===== src/design/i2cm_pkg.sv =====
// ----------------------------------------------------------------------------
// i2cm_pkg
// Shared types and constants of the I2C master byte engine.
// ----------------------------------------------------------------------------
`default_nettype none

package i2cm_pkg;

    // Request kinds carried on the input channel. The unused code is a tick.
    typedef enum logic [1:0] {
        KIND_TICK  = 2'd0,
        KIND_WRITE = 2'd1,
        KIND_READ  = 2'd2
    } kind_t;

    // Flags latched when a command is taken.
    typedef struct packed {
        logic start;
        logic nack;
        logic stop;
        logic read;
    } cmd_flags_t;

    localparam logic [7:0] DELAY_TICKS_RESET = 8'd3;
    localparam logic [3:0] BITS_PER_BYTE     = 4'd8;
    localparam int unsigned MSB_INDEX        = 7;

endpackage : i2cm_pkg

`default_nettype wire


===== src/design/i2c_master_byte_engine.sv =====
// ----------------------------------------------------------------------------
// i2c_master_byte_engine
// Byte-level I2C master sequencer for open-drain SCL and SDA lines.
// ----------------------------------------------------------------------------
// Every request on the input channel is either a tick, which carries the
// sampled SCL and SDA levels and advances the bus sequencer by one step, or a
// write or read byte command. The block returns exactly one result per
// request, giving the line drive, busy, done, received byte, acknowledge and
// rejected flags as they stand after that request. A request moves from the
// input register to the result register; the sequencer state is updated on
// that same edge, so the block sustains one request per clock cycle.
// The only thing that holds it back is a full result register that the
// consumer does not drain. The half-phase delay register is written through
// the configuration channel, which is always ready; it should be written only
// while no command is in progress. A delay of zero acts as one tick.
// ----------------------------------------------------------------------------
`default_nettype none

module i2c_master_byte_engine
    import i2cm_pkg::*;
(
    input  wire logic       clk,
    input  wire logic       rst_n,

    // Configuration write channel: half-phase delay in ticks.
    input  wire logic       cfg_valid,
    output logic            cfg_ready,
    input  wire logic [7:0] cfg_data,

    // Request channel.
    input  wire logic       in_valid,
    output logic            in_ready,
    input  wire logic [1:0] kind,
    input  wire logic [7:0] tx_byte,
    input  wire logic       start_cond,
    input  wire logic       stop_cond,
    input  wire logic       send_nack,
    input  wire logic       scl_level,
    input  wire logic       sda_level,

    // Result channel.
    output logic            out_valid,
    input  wire logic       out_ready,
    output logic            scl_low,
    output logic            sda_low,
    output logic            busy_res,
    output logic            done_res,
    output logic [7:0]      rx_byte,
    output logic            ack_result,
    output logic            rejected
);

    // Sequencer phases. The D phases count delay ticks, the W phases hold
    // SCL released until the target lets it go high.
    typedef enum logic [4:0] {
        PH_IDLE  = 5'd0,
        PH_RS_D1 = 5'd1,
        PH_RS_W  = 5'd2,
        PH_RS_D2 = 5'd3,
        PH_ST_D  = 5'd4,
        PH_WB_D1 = 5'd5,
        PH_WB_W  = 5'd6,
        PH_WB_D2 = 5'd7,
        PH_WB_D3 = 5'd8,
        PH_RB_D1 = 5'd9,
        PH_RB_W  = 5'd10,
        PH_RB_D2 = 5'd11,
        PH_RB_D3 = 5'd12,
        PH_SP_D1 = 5'd13,
        PH_SP_W  = 5'd14,
        PH_SP_D2 = 5'd15,
        PH_SP_D3 = 5'd16
    } phase_t;

    // Line action that opens a bit: the SDA drive and the delay phase.
    typedef struct packed {
        logic   sda_drv;
        phase_t ph;
    } bit_start_t;

    // Choose how the next bit starts: data bits first, then the acknowledge
    // slot, which runs the opposite direction of the data bits.
    function automatic bit_start_t begin_bit(input logic [3:0] cnt,
                                             input logic       msb,
                                             input cmd_flags_t fl);
        bit_start_t r;
        logic       as_write;
        logic       wbit;
        if (cnt < BITS_PER_BYTE)
        begin
            as_write = !fl.read;
            wbit     = msb;
        end
        else
        begin
            as_write = fl.read;
            wbit     = fl.nack;
        end
        if (as_write)
        begin
            r.sda_drv = !wbit;
            r.ph      = PH_WB_D1;
        end
        else
        begin
            r.sda_drv = 1'b0;
            r.ph      = PH_RB_D1;
        end
        return r;
    endfunction

    // ------------------------------------------------------------------------
    // Configuration register.
    // ------------------------------------------------------------------------
    logic [7:0] delay_ticks_reg;

    assign cfg_ready = 1'b1;

    always_ff @(posedge clk or negedge rst_n)
    begin
        if (!rst_n)
            delay_ticks_reg <= DELAY_TICKS_RESET;
        else if (cfg_valid && cfg_ready)
            delay_ticks_reg <= cfg_data;
    end

    // ------------------------------------------------------------------------
    // Input register. It advances into the sequencer whenever the result
    // register is free or is being emptied in the same cycle.
    // ------------------------------------------------------------------------
    logic       a_valid_reg;
    kind_t      a_kind_reg;
    logic [7:0] a_tx_byte_reg;
    logic       a_start_reg;
    logic       a_stop_reg;
    logic       a_nack_reg;
    logic       a_scl_reg;
    logic       a_sda_reg;
    logic       out_valid_reg;
    logic       a_advance;

    assign a_advance = a_valid_reg && (!out_valid_reg || out_ready);
    assign in_ready  = !a_valid_reg || a_advance;

    always_ff @(posedge clk or negedge rst_n)
    begin
        if (!rst_n)
            a_valid_reg <= 1'b0;
        else if (in_ready)
            a_valid_reg <= in_valid;
    end

    always_ff @(posedge clk)
    begin
        if (in_valid && in_ready)
        begin
            a_kind_reg    <= kind_t'(kind);
            a_tx_byte_reg <= tx_byte;
            a_start_reg   <= start_cond;
            a_stop_reg    <= stop_cond;
            a_nack_reg    <= send_nack;
            a_scl_reg     <= scl_level;
            a_sda_reg     <= sda_level;
        end
    end

    // ------------------------------------------------------------------------
    // Sequencer state.
    // ------------------------------------------------------------------------
    phase_t     phase_reg,       phase_next;
    logic [3:0] bit_count_reg,   bit_count_next;
    logic [7:0] shift_reg_reg,   shift_reg_next;
    logic [7:0] delay_count_reg, delay_count_next;
    logic       bus_started_reg, bus_started_next;
    cmd_flags_t cmd_flags_reg,   cmd_flags_next;
    logic       scl_drv_reg,     scl_drv_next;
    logic       sda_drv_reg,     sda_drv_next;
    logic       ack_reg_reg,     ack_reg_next;
    logic       sampled_reg,     sampled_next;
    logic       finished_next;
    logic       rejected_next;

    logic [7:0] delay_load;
    assign delay_load = (delay_ticks_reg == 8'd0) ? 8'd1 : delay_ticks_reg;

    always_comb
    begin
        bit_start_t bs;
        logic       is_cmd;
        logic       rd;
        logic       run_delay_end;
        logic       run_bit_done;

        phase_next       = phase_reg;
        bit_count_next   = bit_count_reg;
        shift_reg_next   = shift_reg_reg;
        delay_count_next = delay_count_reg;
        bus_started_next = bus_started_reg;
        cmd_flags_next   = cmd_flags_reg;
        scl_drv_next     = scl_drv_reg;
        sda_drv_next     = sda_drv_reg;
        ack_reg_next     = ack_reg_reg;
        sampled_next     = sampled_reg;
        finished_next    = 1'b0;
        rejected_next    = 1'b0;
        run_delay_end    = 1'b0;
        run_bit_done     = 1'b0;
        bs               = '0;

        is_cmd = (a_kind_reg == KIND_WRITE) || (a_kind_reg == KIND_READ);
        rd     = (a_kind_reg == KIND_READ);

        if (is_cmd)
        begin
            if (phase_reg == PH_IDLE)
            begin
                cmd_flags_next.read  = rd;
                cmd_flags_next.stop  = a_stop_reg;
                cmd_flags_next.nack  = a_nack_reg;
                cmd_flags_next.start = !rd && a_start_reg;
                bit_count_next       = 4'd0;
                shift_reg_next       = rd ? 8'd0 : a_tx_byte_reg;
                if (cmd_flags_next.start)
                begin
                    // Repeated start drops SDA to released first; a fresh
                    // start pulls SDA low with SCL assumed high.
                    sda_drv_next     = !bus_started_reg;
                    phase_next       = bus_started_reg ? PH_RS_D1 : PH_ST_D;
                    delay_count_next = delay_load;
                end
                else
                begin
                    bs               = begin_bit(4'd0, shift_reg_next[MSB_INDEX],
                                                 cmd_flags_next);
                    sda_drv_next     = bs.sda_drv;
                    phase_next       = bs.ph;
                    delay_count_next = delay_load;
                end
            end
            else
            begin
                rejected_next = 1'b1;
            end
        end
        else
        begin
            case (phase_reg)
                PH_IDLE:
                begin
                end
                PH_RS_W, PH_WB_W, PH_SP_W:
                begin
                    if (a_scl_reg)
                    begin
                        delay_count_next = delay_load;
                        case (phase_reg)
                            PH_RS_W: phase_next = PH_RS_D2;
                            PH_WB_W: phase_next = PH_WB_D2;
                            default: phase_next = PH_SP_D2;
                        endcase
                    end
                end
                PH_RB_W:
                begin
                    if (a_scl_reg)
                    begin
                        sampled_next     = a_sda_reg;
                        phase_next       = PH_RB_D2;
                        delay_count_next = delay_load;
                    end
                end
                default:
                begin
                    if (delay_count_reg > 8'd1)
                    begin
                        delay_count_next = delay_count_reg - 8'd1;
                    end
                    else
                    begin
                        delay_count_next = 8'd0;
                        run_delay_end    = 1'b1;
                    end
                end
            endcase
        end

        if (run_delay_end)
        begin
            case (phase_reg)
                PH_RS_D1, PH_WB_D1, PH_RB_D1, PH_SP_D1:
                begin
                    scl_drv_next = 1'b0;
                    case (phase_reg)
                        PH_RS_D1: phase_next = PH_RS_W;
                        PH_WB_D1: phase_next = PH_WB_W;
                        PH_RB_D1: phase_next = PH_RB_W;
                        default:  phase_next = PH_SP_W;
                    endcase
                end
                PH_RS_D2:
                begin
                    sda_drv_next     = 1'b1;
                    phase_next       = PH_ST_D;
                    delay_count_next = delay_load;
                end
                PH_ST_D:
                begin
                    scl_drv_next     = 1'b1;
                    bus_started_next = 1'b1;
                    bs               = begin_bit(bit_count_reg,
                                                 shift_reg_reg[MSB_INDEX],
                                                 cmd_flags_reg);
                    sda_drv_next     = bs.sda_drv;
                    phase_next       = bs.ph;
                    delay_count_next = delay_load;
                end
                PH_WB_D2, PH_RB_D2:
                begin
                    scl_drv_next     = 1'b1;
                    phase_next       = (phase_reg == PH_WB_D2) ? PH_WB_D3 : PH_RB_D3;
                    delay_count_next = delay_load;
                end
                PH_WB_D3:
                begin
                    sampled_next = 1'b0;
                    run_bit_done = 1'b1;
                end
                PH_RB_D3:
                begin
                    run_bit_done = 1'b1;
                end
                PH_SP_D2:
                begin
                    sda_drv_next     = 1'b0;
                    phase_next       = PH_SP_D3;
                    delay_count_next = delay_load;
                end
                PH_SP_D3:
                begin
                    bus_started_next = 1'b0;
                    phase_next       = PH_IDLE;
                    finished_next    = 1'b1;
                end
                default:
                begin
                    phase_next = PH_IDLE;
                end
            endcase
        end

        if (run_bit_done)
        begin
            if (bit_count_reg < BITS_PER_BYTE)
            begin
                shift_reg_next   = {shift_reg_reg[MSB_INDEX-1:0],
                                    cmd_flags_reg.read & sampled_next};
                bit_count_next   = bit_count_reg + 4'd1;
                bs               = begin_bit(bit_count_next,
                                             shift_reg_next[MSB_INDEX],
                                             cmd_flags_reg);
                sda_drv_next     = bs.sda_drv;
                phase_next       = bs.ph;
                delay_count_next = delay_load;
            end
            else
            begin
                if (!cmd_flags_reg.read)
                    ack_reg_next = sampled_next;
                if (cmd_flags_reg.stop)
                begin
                    sda_drv_next     = 1'b1;
                    phase_next       = PH_SP_D1;
                    delay_count_next = delay_load;
                end
                else
                begin
                    phase_next    = PH_IDLE;
                    finished_next = 1'b1;
                end
            end
        end
    end

    always_ff @(posedge clk or negedge rst_n)
    begin
        if (!rst_n)
        begin
            phase_reg       <= PH_IDLE;
            bit_count_reg   <= 4'd0;
            shift_reg_reg   <= 8'd0;
            delay_count_reg <= 8'd0;
            bus_started_reg <= 1'b0;
            cmd_flags_reg   <= '0;
            scl_drv_reg     <= 1'b0;
            sda_drv_reg     <= 1'b0;
            ack_reg_reg     <= 1'b0;
            sampled_reg     <= 1'b0;
        end
        else if (a_advance)
        begin
            phase_reg       <= phase_next;
            bit_count_reg   <= bit_count_next;
            shift_reg_reg   <= shift_reg_next;
            delay_count_reg <= delay_count_next;
            bus_started_reg <= bus_started_next;
            cmd_flags_reg   <= cmd_flags_next;
            scl_drv_reg     <= scl_drv_next;
            sda_drv_reg     <= sda_drv_next;
            ack_reg_reg     <= ack_reg_next;
            sampled_reg     <= sampled_next;
        end
    end

    // ------------------------------------------------------------------------
    // Result register. It holds the state as it stands after the request.
    // ------------------------------------------------------------------------
    logic       scl_low_reg;
    logic       sda_low_reg;
    logic       busy_reg;
    logic       done_reg;
    logic [7:0] rx_byte_reg;
    logic       ack_out_reg;
    logic       rejected_reg;

    always_ff @(posedge clk or negedge rst_n)
    begin
        if (!rst_n)
            out_valid_reg <= 1'b0;
        else if (a_advance)
            out_valid_reg <= 1'b1;
        else if (out_ready)
            out_valid_reg <= 1'b0;
    end

    always_ff @(posedge clk)
    begin
        if (a_advance)
        begin
            scl_low_reg  <= scl_drv_next;
            sda_low_reg  <= sda_drv_next;
            busy_reg     <= (phase_next != PH_IDLE);
            done_reg     <= finished_next;
            rx_byte_reg  <= (phase_next == PH_IDLE && cmd_flags_next.read) ?
                            shift_reg_next : 8'd0;
            ack_out_reg  <= ack_reg_next;
            rejected_reg <= rejected_next;
        end
    end

    assign out_valid  = out_valid_reg;
    assign scl_low    = scl_low_reg;
    assign sda_low    = sda_low_reg;
    assign busy_res   = busy_reg;
    assign done_res   = done_reg;
    assign rx_byte    = rx_byte_reg;
    assign ack_result = ack_out_reg;
    assign rejected   = rejected_reg;

`ifndef SYNTHESIS
    // A finished command leaves the sequencer idle.
    a_done_idle: assert property (@(posedge clk) disable iff (!rst_n)
        out_valid && done_res |-> !busy_res)
        else $error("done reported while still busy");

    // A rejected command was refused because one was in progress.
    a_reject_busy: assert property (@(posedge clk) disable iff (!rst_n)
        out_valid && rejected |-> busy_res && !done_res)
        else $error("command rejected while idle");

    // No received byte is shown while a command runs.
    a_rx_quiet: assert property (@(posedge clk) disable iff (!rst_n)
        out_valid && busy_res |-> rx_byte == 8'd0)
        else $error("received byte shown while busy");

    // The bit counter never passes the acknowledge slot.
    a_bit_range: assert property (@(posedge clk) disable iff (!rst_n)
        bit_count_reg <= BITS_PER_BYTE)
        else $error("bit counter out of range");

    // The delay counter is always spent when the sequencer goes idle.
    a_idle_delay: assert property (@(posedge clk) disable iff (!rst_n)
        phase_reg == PH_IDLE |-> delay_count_reg == 8'd0)
        else $error("delay counter left running while idle");
`endif

endmodule : i2c_master_byte_engine

`default_nettype wire


===== config.mk =====
export PLATFORM = sky130hd
export DESIGN_NAME = i2c_master_byte_engine
export DESIGN_NICKNAME = d
export VERILOG_FILES = /design/src/design/i2cm_pkg.sv /design/src/design/i2c_master_byte_engine.sv
export SDC_FILE = /design/constraint.sdc
export NUM_CORES = 1
export LEC_CHECK = 0
export BUFFER_PORTS_ARGS = -buffer_cell sky130_fd_sc_hd__buf_2
export CORE_MARGIN = 5
export CORE_UTILIZATION = 50
export CTS_CLUSTER_SIZE = 16
export DETAILED_ROUTE_END_ITERATION = 8
export HOLD_SLACK_MARGIN = 0.08
export PLACE_DENSITY = 0.7
export SLEW_MARGIN = 5
export SYNTH_ARGS = -nofsm -noshare
export SYNTH_HDL_FRONTEND = slang
export SYNTH_SLANG_ARGS = --single-unit
export TNS_END_PERCENT = 5

===== constraint.sdc =====
create_clock -name clk -period 3.75 [get_ports clk]
set_clock_uncertainty 0.05 [all_clocks]
set_input_delay 0.75 -clock clk [delete_from_list [all_inputs] [get_ports clk]]
set_output_delay 0.75 -clock clk [all_outputs]
set_load 0.02 [all_outputs]

==> results.txt <==
The worst setup path is launched from a register. The number of clock buffers inserted by TritonCTS was 9. Across the run, the number of max-cap violations was 0.

For the cell area after placement, the log shows 4370 um2. The post-cts gate resize count is 0, and the number of design-rule violations left by the first detailed-router iteration is 230. The repair_antennas step left the layout with diodes totalling 0. Setup repair after global routing left no endpoint under its margin. Before CTS, the worst setup slack after placement is 0.823 ns.

On the worst path, the slowest cell contributes a delay of 0.75 ns. After detailed routing, the number of remaining DRC violations is 0. Yosys printed 0 warnings.

Wires add up to 9.91 mm. 45 I/O pins were placed. For the worst setup path, the data required time is 3.80 ns. The setup violation total in the final timing report is 0. After synthesis, the cell types taking the most area are dfrtp_1, edfxtp_1, mux2_2. Clock tree synthesis found a total of 72 sinks.

Measured along the y axis, the die boundary spans 101 um. Yosys mapped a number of flops with a built-in enable equal to 29. The fraction of layout instances using a drive strength above 1 works out to 24.2%.

The share of flip-flops with an asynchronous set or reset after synthesis was 59.7%; the hold slack was 0.430 ns. The run gives 394 as the count of mapped cells out of synthesis. The remaining max-slew budget at the tightest pin came out at 34.2%. After legalization and detailed placement, the total HPWL measured 7.02 mm.

The run gives 20.8% as the global routing usage summed across all routing layers. The type of the setup path with the least slack is register to register. Among all flip-flop cells after synthesis, the most frequent one is dfrtp_1. Via count of the first global-routing pass: 3196. The area taken by flip-flops and latches is 1950 um2. CTS root buffer: clkbuf_8.

The total overflow left after global routing is 0. The total setup buffers inserted after CTS is 0. For the arrival time of data at the critical path endpoint, the log shows 3.02 ns. The cell family contributing the most delay on the critical path is simple AND/OR/NAND/NOR gates. The count of cells in the finished layout, fillers not included, comes to 535. For the pin with the worst max-slew slack, the measured transition is 0.986 ns.

The buffering stage count on the worst path with inverters included works out to 0. The horizontal die dimension is 101 um. TritonCTS built the clock tree. The commonest cells after synthesis are dfrtp_1, edfxtp_1, nand2_1. Counting flops and latches in the post-synthesis netlist gives 72. The H-tree was split into 3 levels.

Dividing the synthesized area by the synthesized cell count gives 10.4 um2. The pin count of the biggest net entering global routing was 44; the number of port buffers was 43. Walking the worst path, the cells encountered are or4_1 > nor3_4 > mux2_2 > mux2i_1 > nor3_1. Once placement completed, the tool counted placed cells totaling 519. Relative to the synthesized area, the layout overhead comes to 10.7%.

Cells fill 56.1% of the core in the end. Summing every instance area after synthesis gives 4100 um2. Cell area power density: 430 nW/um2. The master of the slowest instance on the critical path was or4_1. For this run, the top clock speed supported by timing is 337 MHz. After synthesis, flip-flops and latches occupy 47.5% of the total area. The logs give 0 for the number of antenna violations at the first check in global routing and 0 for the count of final max-slew check failures. Across the VDD grid, the largest voltage drop is 0.240 mV. The die outline area was 10100 um2. After clock tree synthesis, the flow added hold-fix buffers numbering 0.

Clock-pin slew was measured on the worst setup and hold paths at 0.08 ns. The top cell type by area accounts for 25.0% of the synthesized area. Counting I/O delays and the setup requirement, the final critical path takes 2.96 ns. The run finished with clean final reports. The cell with the most instances after synthesis was dfrtp_1. The number of nets in the synthesized netlist is 426. The type of destination of the critical path is a register. Of all cell types, the one taking the most synthesized area is dfrtp_1. The total number of vias is 3250. The type of the worst min-delay path was register to register.

The core region is 8090 um2. Total power for the finished layout comes to 1.95 mW. Hold violation count in the final report: 0. The wire length per cell is 18.5 um. The period utilization was 79.1%; the detailed-router iteration count before antenna repair was 5. Summing all multi-input logic gate instances after layout gives 1970 um2. The filler cell count was 742; the static leakage power was 1.81 nW. The first global-routing pass estimated 16.4 mm of wire.

Along the worst path, the maximum fanout reaches 19. The floorplan has 33 rows. Setup slack closes at 0.785 ns. The starting utilization of the core area was 50.7%. The post-route cell area was 4540 um2. Counting distinct cell types in the post-synthesis netlist gives 73. At the end of routability-driven placement, the weighted congestion stood at 0.876. After detailed routing, the number of vias per cell comes to 6.07.

Once detail routing completed, the nets flagged for antenna violations numbered 0. Adding up every negative setup slack in the final design gives 0 ns. Insertion delay to the later sink of the worst-skew pair: 0.35 ns.

The maximum clock insertion buffer count was 2; the number of nets in the layout was 457.
## cell families (layout without fill, tap and decap cells)
kind of cell,count (synthesis),count (layout),share of synthesized area [%]
simple gates,120,120,16.3
compound gates,111,111,19.6
flops,72,72,47.5
buf+inv,44,80,4.51
mux,37,37,9.73
xor+xnor,5,5,1.07
fa+ha+maj,4,4,1.22
other cells,1,1,0.0914
## layout by cell type, fill, tap and decap left out, types with 9 or more instances in the layout
cell	Yosys	routed
edfxtp_1	29	29
nor3_1	19	19
nor2_1	16	16
mux2i_1	14	14
buf_2	4	43
a21oi_1	17	17
a31oi_1	9	9
nand2_1	26	26
mux2_2	23	23
o21ai_0	21	21
inv_1	13	13
nor2b_1	9	9
dfrtp_1	41	41
clkbuf_8	0	9
## path summary, 6_finish.rpt
check,start,end,slack [ns],cells past startpoint
worst max-delay path,phase_reg[4],rx_byte[5],0.79,5
worst min-delay path,a_stop_reg,cmd_flags_reg[1],0.43,1
worst max register to register,phase_reg[4],rx_byte[5],0.79,5
worst min register to register,a_stop_reg,cmd_flags_reg[1],0.43,1
max in group asynchronous,rst_n,cmd_flags_reg[1],2.53,1
min in group asynchronous,rst_n,delay_count_reg[0],0.51,1
## where the power goes
group / leakage (nW) / internal [mW] / total (mW) / switching (mW)
sequential: 0.819 / 0.893 / 1.00 / 0.111
clock: 0.0842 / 0.243 / 0.556 / 0.313
combinational: 0.910 / 0.167 / 0.394 / 0.227
total: 1.81 / 1.30 / 1.95 / 0.651
## worst reg2reg max path: stages, from the launching register on
cell     delay (ns)
dfrtp_1        0.59
or4_1          0.76
nor3_4         0.65
mux2_2         0.42
mux2i_1        0.18
nor3_1         0.07
## per-layer routing
| metal | vias to the layer above | part of all wire (%) | track usage [%] |
|---|---|---|---|
| met5 | - | 0 | 0 |
| met4 | 0 | 1.6 | 7.36 |
| met3 | 15 | 7.3 | 4.78 |
| met2 | 139 | 46 | 31.4 |
| met1 | 1540 | 45 | 29.4 |
| li1 | 1556 | - | - |
## area by class of cell
type | instances | share of cell area [%]
clock buffer | 10 | 2.81
inverter | 14 | 1.16
tap | 105 | 2.89
multi-input combinational | 278 | 43.3
clock inverter | 6 | 0.992
sequential | 72 | 42.9
timing repair buffer | 50 | 5.90
Note: power is estimated with default switching activity, not from simulation.
